--- src/rtl/fpa_pkg.sv ---
`timescale 1ns / 1ps
`default_nettype none
// ----------------------------------------------------------------------------
// fpa_pkg: shared types and constants of the fixed-point ALU
// Operation codes, channel payloads and default configuration values.
// ----------------------------------------------------------------------------
package fpa_pkg;

	localparam int FPA_WORD      = 32;
	localparam int FPA_FRAC_BITS = 8;
	// quotient bits resolved by one divider stage
	localparam int FPA_DIV_STEPS = 2;

	typedef enum logic [4:0] {
		OP_ADD      = 5'd0,
		OP_SUB      = 5'd1,
		OP_MUL      = 5'd2,
		OP_DIV      = 5'd3,
		OP_LT       = 5'd4,
		OP_GT       = 5'd5,
		OP_LE       = 5'd6,
		OP_GE       = 5'd7,
		OP_EQ       = 5'd8,
		OP_NE       = 5'd9,
		OP_MIN      = 5'd10,
		OP_MAX      = 5'd11,
		OP_INC      = 5'd12,
		OP_DEC      = 5'd13,
		OP_TO_INT   = 5'd14,
		OP_ABS      = 5'd15,
		OP_FROM_INT = 5'd16
	} op_t;

	typedef struct packed {
		logic [4:0]                 operation;
		logic signed [FPA_WORD-1:0] operand_a;
		logic signed [FPA_WORD-1:0] operand_b;
	} cmd_t;

	typedef struct packed {
		logic signed [FPA_WORD-1:0] result;
		logic                       flag;
		logic                       divide_by_zero;
	} rsp_t;

	// per-item control that rides along the divider stages
	typedef struct packed {
		logic [4:0]          op;
		logic [FPA_WORD-1:0] res;
		logic                flag;
		logic                qneg;
		logic                dbz;
	} side_t;

endpackage

`default_nettype wire

--- src/rtl/fpa_div_stage.sv ---
`timescale 1ns / 1ps
`default_nettype none
// ----------------------------------------------------------------------------
// fpa_div_stage: one register stage of the restoring divider
// Resolves STEPS quotient bits of an unsigned QW-bit by 32-bit division.
// ----------------------------------------------------------------------------
module fpa_div_stage #(
	parameter int QW    = 40,
	parameter int STEPS = 2
) (
	input  wire logic          clk,
	input  wire logic          en,
	input  wire logic [31:0]   rem_in,
	input  wire logic [QW-1:0] dq_in,
	input  wire logic [31:0]   dsr_in,
	output logic      [31:0]   rem_out,
	output logic      [QW-1:0] dq_out,
	output logic      [31:0]   dsr_out
);
	import fpa_pkg::*;

	logic [31:0]   rem_d;
	logic [QW-1:0] dq_d;
	logic [32:0]   trial;
	logic [32:0]   diff;

	// dq holds the unconsumed dividend bits on top, quotient bits fill from below
	always_comb begin
		rem_d = rem_in;
		dq_d  = dq_in;
		trial = '0;
		diff  = '0;
		for (int i = 0; i < STEPS; i++) begin
			trial = {rem_d, dq_d[QW-1]};
			diff  = trial - {1'b0, dsr_in};
			if (!diff[32]) begin
				rem_d = diff[31:0];
				dq_d  = {dq_d[QW-2:0], 1'b1};
			end else begin
				rem_d = trial[31:0];
				dq_d  = {dq_d[QW-2:0], 1'b0};
			end
		end
	end

	always_ff @(posedge clk) begin
		if (en) begin
			rem_out <= rem_d;
			dq_out  <= dq_d;
			dsr_out <= dsr_in;
		end
	end

endmodule

`default_nettype wire

--- config.mk ---
export PLATFORM = sky130hd
export DESIGN_NAME = fpa_div_stage
export DESIGN_NICKNAME = d
export VERILOG_FILES = /design/src/rtl/fpa_pkg.sv /design/src/rtl/fpa_div_stage.sv
export SDC_FILE = /design/constraint.sdc
export NUM_CORES = 1
export LEC_CHECK = 0
export BUFFER_PORTS_ARGS = -buffer_cell sky130_fd_sc_hd__buf_2
export CORE_MARGIN = 2
export CORE_UTILIZATION = 55
export DETAILED_ROUTE_END_ITERATION = 10
export GPL_TIMING_DRIVEN = 0
export PLACE_DENSITY = 0.83
export REMOVE_ABC_BUFFERS = 1
export SLEW_MARGIN = 25
export SYNTH_ARGS = -nofsm -noshare
export SYNTH_HDL_FRONTEND = slang
export SYNTH_SLANG_ARGS = --single-unit
export TNS_END_PERCENT = 50
--- constraint.sdc ---
create_clock -name clk -period 11 [get_ports clk]
set_input_delay 2.2 -clock clk [delete_from_list [all_inputs] [get_ports clk]]
set_output_delay 2.2 -clock clk [all_outputs]
set_load 0.05 [all_outputs]
# After elaboration in Yosys (flattened, before gate mapping)
# Index checks and enable logic that the tools add are counted.
[classes]
add_sub_neg = 2
n_mux = 4
[op_table]
columns = ["operator", "n"]
rows = [
  ["33-bit by 32-bit subtractor with 33-bit output", 2],
  ["32-bit 2-to-1 mux", 2],
  ["1-bit 2-to-1 mux", 2],
]
[word_totals]
out_inout_bits = 104
reg_bits = 104
input_bits = 106
elab_cells = 9

# Longest topological paths before layout
# Gate-level depths: netlist of run 1.
[logic_depth]
word_depth = 4
mapped_depth = 27

# Worst setup path before layout of run 1
# Ideal clock, no wire load.
[synth_timing]
path_kind = "input port to flip-flop"
startpoint = "input dq_in[39]"
endpoint = "register rem_out[10] (data pin)"
t_arrival_ns = 7.979
path_stages = 25
required_time_ns = 10.738
setup_slack_ns = 2.759
cell_sequence = "inv_1 ha_1 inv_1 fa_1 a211oi_1 o211a_1 or3b_4 a2111oi_2 nor4_2 o31ai_4 xor2_2 buf_2 mux2_2 ha_1 a21o_1 a21o_1 a21oi_1 o221ai_1 o31ai_1 o21ai_1 a311oi_1 o21ai_1 xnor2_2 buf_4 mux2_1"
[synth_between]
elab_chain_len = 4
[synth_lines]
columns = ["item", "line_no", "text"]
rows = [
  ["start: declaration", "fpa_div_stage.sv:14", "input wire logic [QW-1:0] dq_in,"],
  ["33-bit by 32-bit subtractor with 33-bit output", "fpa_div_stage.sv:35", "diff = trial - {1'b0, dsr_in};"],
  ["32-bit 2-to-1 mux *", "fpa_div_stage.sv:36", "if (!diff[32]) begin"],
  ["33-bit by 32-bit subtractor with 33-bit output", "fpa_div_stage.sv:35", ""],
  ["32-bit 2-to-1 mux *", "fpa_div_stage.sv:36", ""],
  ["net rem_d[10]", "fpa_div_stage.sv:22", "logic [31:0] rem_d;"],
  ["end signal: assignment", "fpa_div_stage.sv:48", "rem_out <= rem_d;"],
  ["end: declaration", "fpa_div_stage.sv:16", "output logic [31:0] rem_out,"],
]
# The timed path passes the listed nets; every way through them passes the cells marked *.
# A chain may end at the register's enable or synchronous reset.

# Final worst setup path of run 1
[layout_timing]
startpoint = "input dq_in[39]"
endpoint = "register rem_out[7] (data pin)"
# The elaborated chain is that of the path after synthesis.

==> results of run 1 <==
==> worst max-delay path, cell delays in order <==
cell       delay, ns
buf_2           0.10
inv_1           0.05
ha_1            0.16
inv_1           0.05
fa_1            0.42
a211oi_1        0.34
o211a_1         0.27
or3b_4          0.19
a2111oi_2       0.08
nor4_2          0.63
o31ai_4         0.19
xor2_4          0.37
buf_16          0.20
buf_16          0.17
mux2_2          0.35
ha_1            0.35
a21oi_1         0.31
nand2_1         0.11
o21ai_0         0.25
o221ai_1        0.22
o31ai_1         0.42
o21ai_1         0.19
a311oi_1        0.68
o21ai_1         0.32
xnor2_4         0.55
buf_8           0.23
buf_8           0.17
mux2_1          0.35
==> state kept, by name (all words and copies together), names as in the netlist <==
signal and cells:
dq_out 40, dsr_out 32, rem_out 32
==> cell usage after synthesis (3+ instances only) <==
cell,number
a211oi_1,7
nand3_1,14
xnor2_1,31
o221ai_1,3
mux2_1,27
nor3b_1,3
nand2b_1,12
or3_1,4
nor2b_1,4
o31ai_1,4
inv_1,56
nand4_1,7
a21o_1,24
o211ai_1,10
mux2i_1,5
ha_1,64
clkbuf_1,3
o21bai_1,6
xor2_1,17
mux2_2,26
nor3_1,7
and2_1,3
a2111oi_0,3
and3_1,6
o21ai_0,22
a31oi_1,8
a21oi_1,58
nor2_1,37
buf_2,4
edfxtp_1,104
nand2_1,32
o21a_1,8
==> through the flow <==
step                      setup slack (ns)  util [%]  power [mW]  hold slack [ns]
after CTS                             1.08      69.5        1.74             2.01
after global routing                 0.669      69.5        1.83             2.00
after floorplan                       1.35         -        1.21             2.30
after global placement              -0.985      66.1        1.39             2.38
after detailed placement             0.757      67.2        1.43             2.38
final                                 1.13      69.5        1.74             2.02
==> final cells by class <==
| type | count | area, um^2 |
|---|---|---|
| clock buffer | 9 | 225 |
| inverter | 56 | 210 |
| sequential | 104 | 3120 |
| multi-input combinational | 487 | 3800 |
| clock inverter | 7 | 65.1 |
| tap | 172 | 215 |
| fill | 998 | 3870 |
| timing repair buffer | 214 | 1160 |
==> worst min-delay path by stage <==
stage | start | end | depth (start not counted)
global route | dq_in[18] | dq_out[20] | 1
CTS | dq_in[23] | dq_out[25] | 1
finish | dq_in[24] | dq_out[26] | 1
floorplan | dq_in[8] | dq_out[10] | 0
detailed placement | dq_in[19] | dq_out[21] | 1
global placement | dq_in[1] | dq_out[3] | 1
==> power groups by stage <==
stage               clock network, mW  logic (mW)  registers, mW
CTS                             0.319       0.878          0.546
global route                    0.336       0.944          0.551
finish                          0.315       0.883          0.545
detailed placement                  0       0.871          0.555
global placement                    0       0.836          0.554
floorplan                           0       0.412          0.803
==> kinds of logic after synthesis <==
| family | count (synthesis) |
|---|---|
| compound gates | 176 |
| xor+xnor | 50 |
| fa+ha+maj | 66 |
| buf+inv | 66 |
| flops | 104 |
| mux | 58 |
| simple gates | 137 |
==> metal layers <==
metal / vias up / GRT usage (%) / share of wire (%)
met4: 0 / 5.57 / 1.5
met1: 2788 / 30.1 / 43
met2: 205 / 41.9 / 50
met5: - / 0 / 0
li1: 2899 / - / -
met3: 22 / 4.78 / 6.4
==> results.yml, run 1 <==
status:
  status: "complete, no violations"
cells_and_area:
  final_cell_mix: "buf_2 (208), edfxtp_1 (104), ha_1 (64)"
  diodes: 0
  final_common_cell: "buf_2"
  layout-drive-gt1-share_pct: 30.1
  final_cell_area_mm2: 0.00880
  area.growth.synth_to_final_pct: 22.8
  nets: 1044
  finalNonFillerCells: 1049
timing:
  setup_tns_ns: 0
  fmax_mhz: 101
  setup_viol: 0
  post-route-period-util_pct: 89.8
  tightest_slew_ns: 0.982
  hold_viol: 0
  slew_headroom_pct: 32.8
  min_period_ns: 9.87
  finalMaxSlewViolations: 0
  rsz0062_at_grt: "false"
floorplanning:
  die_h_um: 118
  rows: 41
  die_w_um: 118
  io_pins: 210
  dieArea_mm2: 0.0140
  core_mm2: 0.0127
  initial_core_util_pct: 56.6
critical_path:
  cp.arrival_ns: 9.97
  end_kind: "flip-flop"
  cp_max_fo: 21
  crit_path_end: "rem_out[7]"
  start_kind: "primary input"
  crit_type: "in2reg"
  cp-startpoint: "dq_in[39]"
  timing.critical_path.required_ns: 11.09
power_and_ir_drop:
  p_clk_share_pct: 18.0
  swShare_pct: 42.8
  ir_worst_vdd_mv: 0.143
  switching_power_mw: 0.746
  p_int_mw: 0.997
  p_seq_share_pct: 31.3
  pwr-share-comb_pct: 50.7
  leakage_nw: 3.94
  p_per_area_mw_per_mm2: 198
synthesis:
  netlist_instances: 657
  synth-async-reset-ratio_pct: 0
  synth.top_cell.area_share_pct: 43.6
  synth_compound_area_share_pct: 16.2
  synth-edff-count: 104
  synth-xor-area-share_pct: 6.32
  synth_ff_type: "edfxtp_1"
  muxShareOfSynthArea_pct: 9.03
  synthAdderAreaFrac_pct: 11.7
  synth_simple_gate_area_share_pct: 9.44
  synthTopCellsByArea: "edfxtp_1 (44%), ha_1 (11%), mux2_1 (4.2%)"
  yosysWarnings: 0
  ys_ff_latch: 104
  syn_area_per_cell_um2: 10.9
  synth_top_family_by_area: "compound AO/OA/AOI/OAI gates"
  yosysSeqAreaShare_pct: 43.6
  yosys.area.top_type: "edfxtp_1"
  yosysUniqueCellTypes: 59
  syn_area_mm2: 0.00717
grt:
  grt_start_max_net_pins: 58
  grt_use_total_pct: 23.8
  gr-total-overflow: 0
  grt_pass1_vias: 5772
  grt_antenna_before_repair: 0
  grt_first_pass_wirelength_mm: 26.9
drt:
  wl_mm: 16.9
  ant_nets: 0
  dr.pass1.iters: 5
  routedWlPerCell_um: 16.1
  drc: 0
  num_vias: 5914
  drtIter0Drc: 378
  via_per_inst: 5.64
clocking:
  cts_buffers: 9
  cts_resized: 0
  h-tree-depth: 3
  postCtsSetupRepairBufs: 0
  clk_path_buf_depth: 2
  clk_pin_slew_ns: 0.07
  cts_tree: "built"
  cts_sinks: 104
  holdBufCountCts: 0
  cts-root-buf: "clkbuf_16"
placed_design:
  gp_congestion: 0.881
  dp.final_hpwl_mm: 13.2
  placed_area_mm2: 0.00851
  place_inst: 1033
  io_buffers: 209
min_path:
  holdCritPathClass: "in2reg"
flow_run:
  drv_cap: 0
Note: power is estimated with default switching activity, not from simulation.
==> run 2: changes to the inputs <==
--- a/config.mk
+++ b/config.mk
@@ -5,7 +5,7 @@
 export SDC_FILE = /design/constraint.sdc
 export NUM_CORES = 1
 export LEC_CHECK = 0
-export BUFFER_PORTS_ARGS = -buffer_cell sky130_fd_sc_hd__buf_2
+export BUFFER_PORTS_ARGS = -buffer_cell sky130_fd_sc_hd__clkbuf_2
 export CORE_MARGIN = 2
 export CORE_UTILIZATION = 55
 export DETAILED_ROUTE_END_ITERATION = 10
==> run 2 against run 1 <==
Critical path depth fell by 1. Non-clock buffer count is 1 lower. Flip-flop and latch count did not move. Sequential share of layout area about the same. Critical path type unchanged. Critical endpoint is now rem_out[21]. Highest routed layer unchanged.
==> results.yml, run 2 (synthesis gave the netlist of run 1 again) <==
floorplanning:
  dieArea_mm2: 0.0140
  rows: 41
  die_w_um: 118
  initial_core_util_pct: 56.6
  core_mm2: 0.0127
  io_pins: 210
  die_h_um: 118
status:
  status: "complete, no violations"
cells_and_area:
  final_cell_mix: "clkbuf_2 (208), edfxtp_1 (104), ha_1 (64)"
  layout-drive-gt1-share_pct: 30.1
  diodes: 0
  regMostFlops: "dq_out"
  largest_reg_flops: 40
  final_common_cell: "clkbuf_2"
  area.growth.synth_to_final_pct: 22.8
  final_core_util_pct: 69.4
  nets: 1043
  largestRegisters: "dq_out (40), dsr_out (32), rem_out (32)"
timing:
  setup_viol: 0
  fmax_mhz: 102
  hold_viol: 0
  tightest_slew_ns: 0.965
  rsz0062_at_grt: "false"
  post-route-period-util_pct: 89.0
  slew_headroom_pct: 34.0
  finalMaxSlewViolations: 0
  min_period_ns: 9.79
  setup_tns_ns: 0
critical_path:
  end_kind: "flip-flop"
  timing.critical_path.required_ns: 11.10
  crit_family: "compound AO/OA/AOI/OAI gates"
  cp.arrival_ns: 9.89
  path_common_cell: "buf_16"
  start_kind: "primary input"
  crit_type: "in2reg"
  crit_buf_inv: 6
  cp_max_fo: 20
  cp.depth: 27
  max_stage_delay_ns: 0.74
  critPathSlowestCell: "a311oi_1"
drt:
  via_per_inst: 5.62
  wl_met2_mm: 8.32
  routedWlPerCell_um: 15.8
  dr.pass1.iters: 5
  met3_length_mm: 1.10
  wl_mm: 16.6
  wl_met1_mm: 6.93
  ant_nets: 0
  num_vias: 5892
  drtIter0Drc: 370
  top_layer: "met4"
  drc: 0
min_path:
  holdCritPathClass: "in2reg"
  whs_path_depth: 1
grt:
  grt_antenna_before_repair: 0
  grt_first_pass_wirelength_mm: 26.9
  grt_use_total_pct: 23.7
  grt_start_max_net_pins: 56
  gr-total-overflow: 0
  grt_pass1_vias: 5693
clocking:
  h-tree-depth: 3
  cts-root-buf: "clkbuf_16"
  clk_path_buf_depth: 2
  cts_tree: "built"
  holdBufCountCts: 0
  clk_pin_slew_ns: 0.07
  cts_sinks: 104
  postCtsSetupRepairBufs: 0
  cts_resized: 0
  cts_buffers: 9
power_and_ir_drop:
  leakage_nw: 3.98
  total_power_mw: 1.73
  p_per_area_mw_per_mm2: 197
  ir_worst_vdd_mv: 0.127
placed_design:
  io_buffers: 209
  gp_congestion: 0.895
  dp.final_hpwl_mm: 13.2
flow_run:
  drv_cap: 0
==> run 2: final timing paths <==
kind	start	end	slack, ns
setup / recovery	dq_in[39]	rem_out[21]	1.21
hold / removal	dq_in[0]	dq_out[2]	2.01
==> run 2: power by group <==
group | switching (mW) | internal (mW)
clock | 0.152 | 0.158
combinational | 0.569 | 0.306
sequential | 0.0181 | 0.531
total | 0.739 | 0.995
==> run 2: routing by layer <==
metal / up-vias / GRT usage [%]
li1: 2906 / -
met1: 2756 / 30.1
met2: 210 / 41.0
met3: 20 / 4.49
met4: 0 / 7.68
met5: - / 0
==> run 2: per-stage QoR <==
| stage | area [um^2] | setup slack, ns | hold slack (ns) | instances |
|---|---|---|---|---|
| final | 8800 | 1.21 | 2.01 | 1048 |
| after floorplan | 7110 | 1.35 | 2.30 | 647 |
| after global routing | 8800 | 0.653 | 2.00 | 1048 |
| after detailed placement | 8510 | 0.829 | 2.38 | 1032 |
| after global placement | 8370 | -0.971 | 2.38 | 1028 |
| after CTS | 8800 | 1.19 | 2.00 | 1048 |
==> run 2: final cells by class <==
| type | instances | area, um^2 |
|---|---|---|
| Timing Repair Buffer | 213 | 1160 |
| Tap cell | 172 | 215 |
| Multi-Input combinational cell | 487 | 3800 |
| Fill cell | 962 | 3870 |
| Inverter | 56 | 210 |
| Clock inverter | 7 | 61.3 |
| Clock buffer | 9 | 225 |
| Sequential cell | 104 | 3120 |
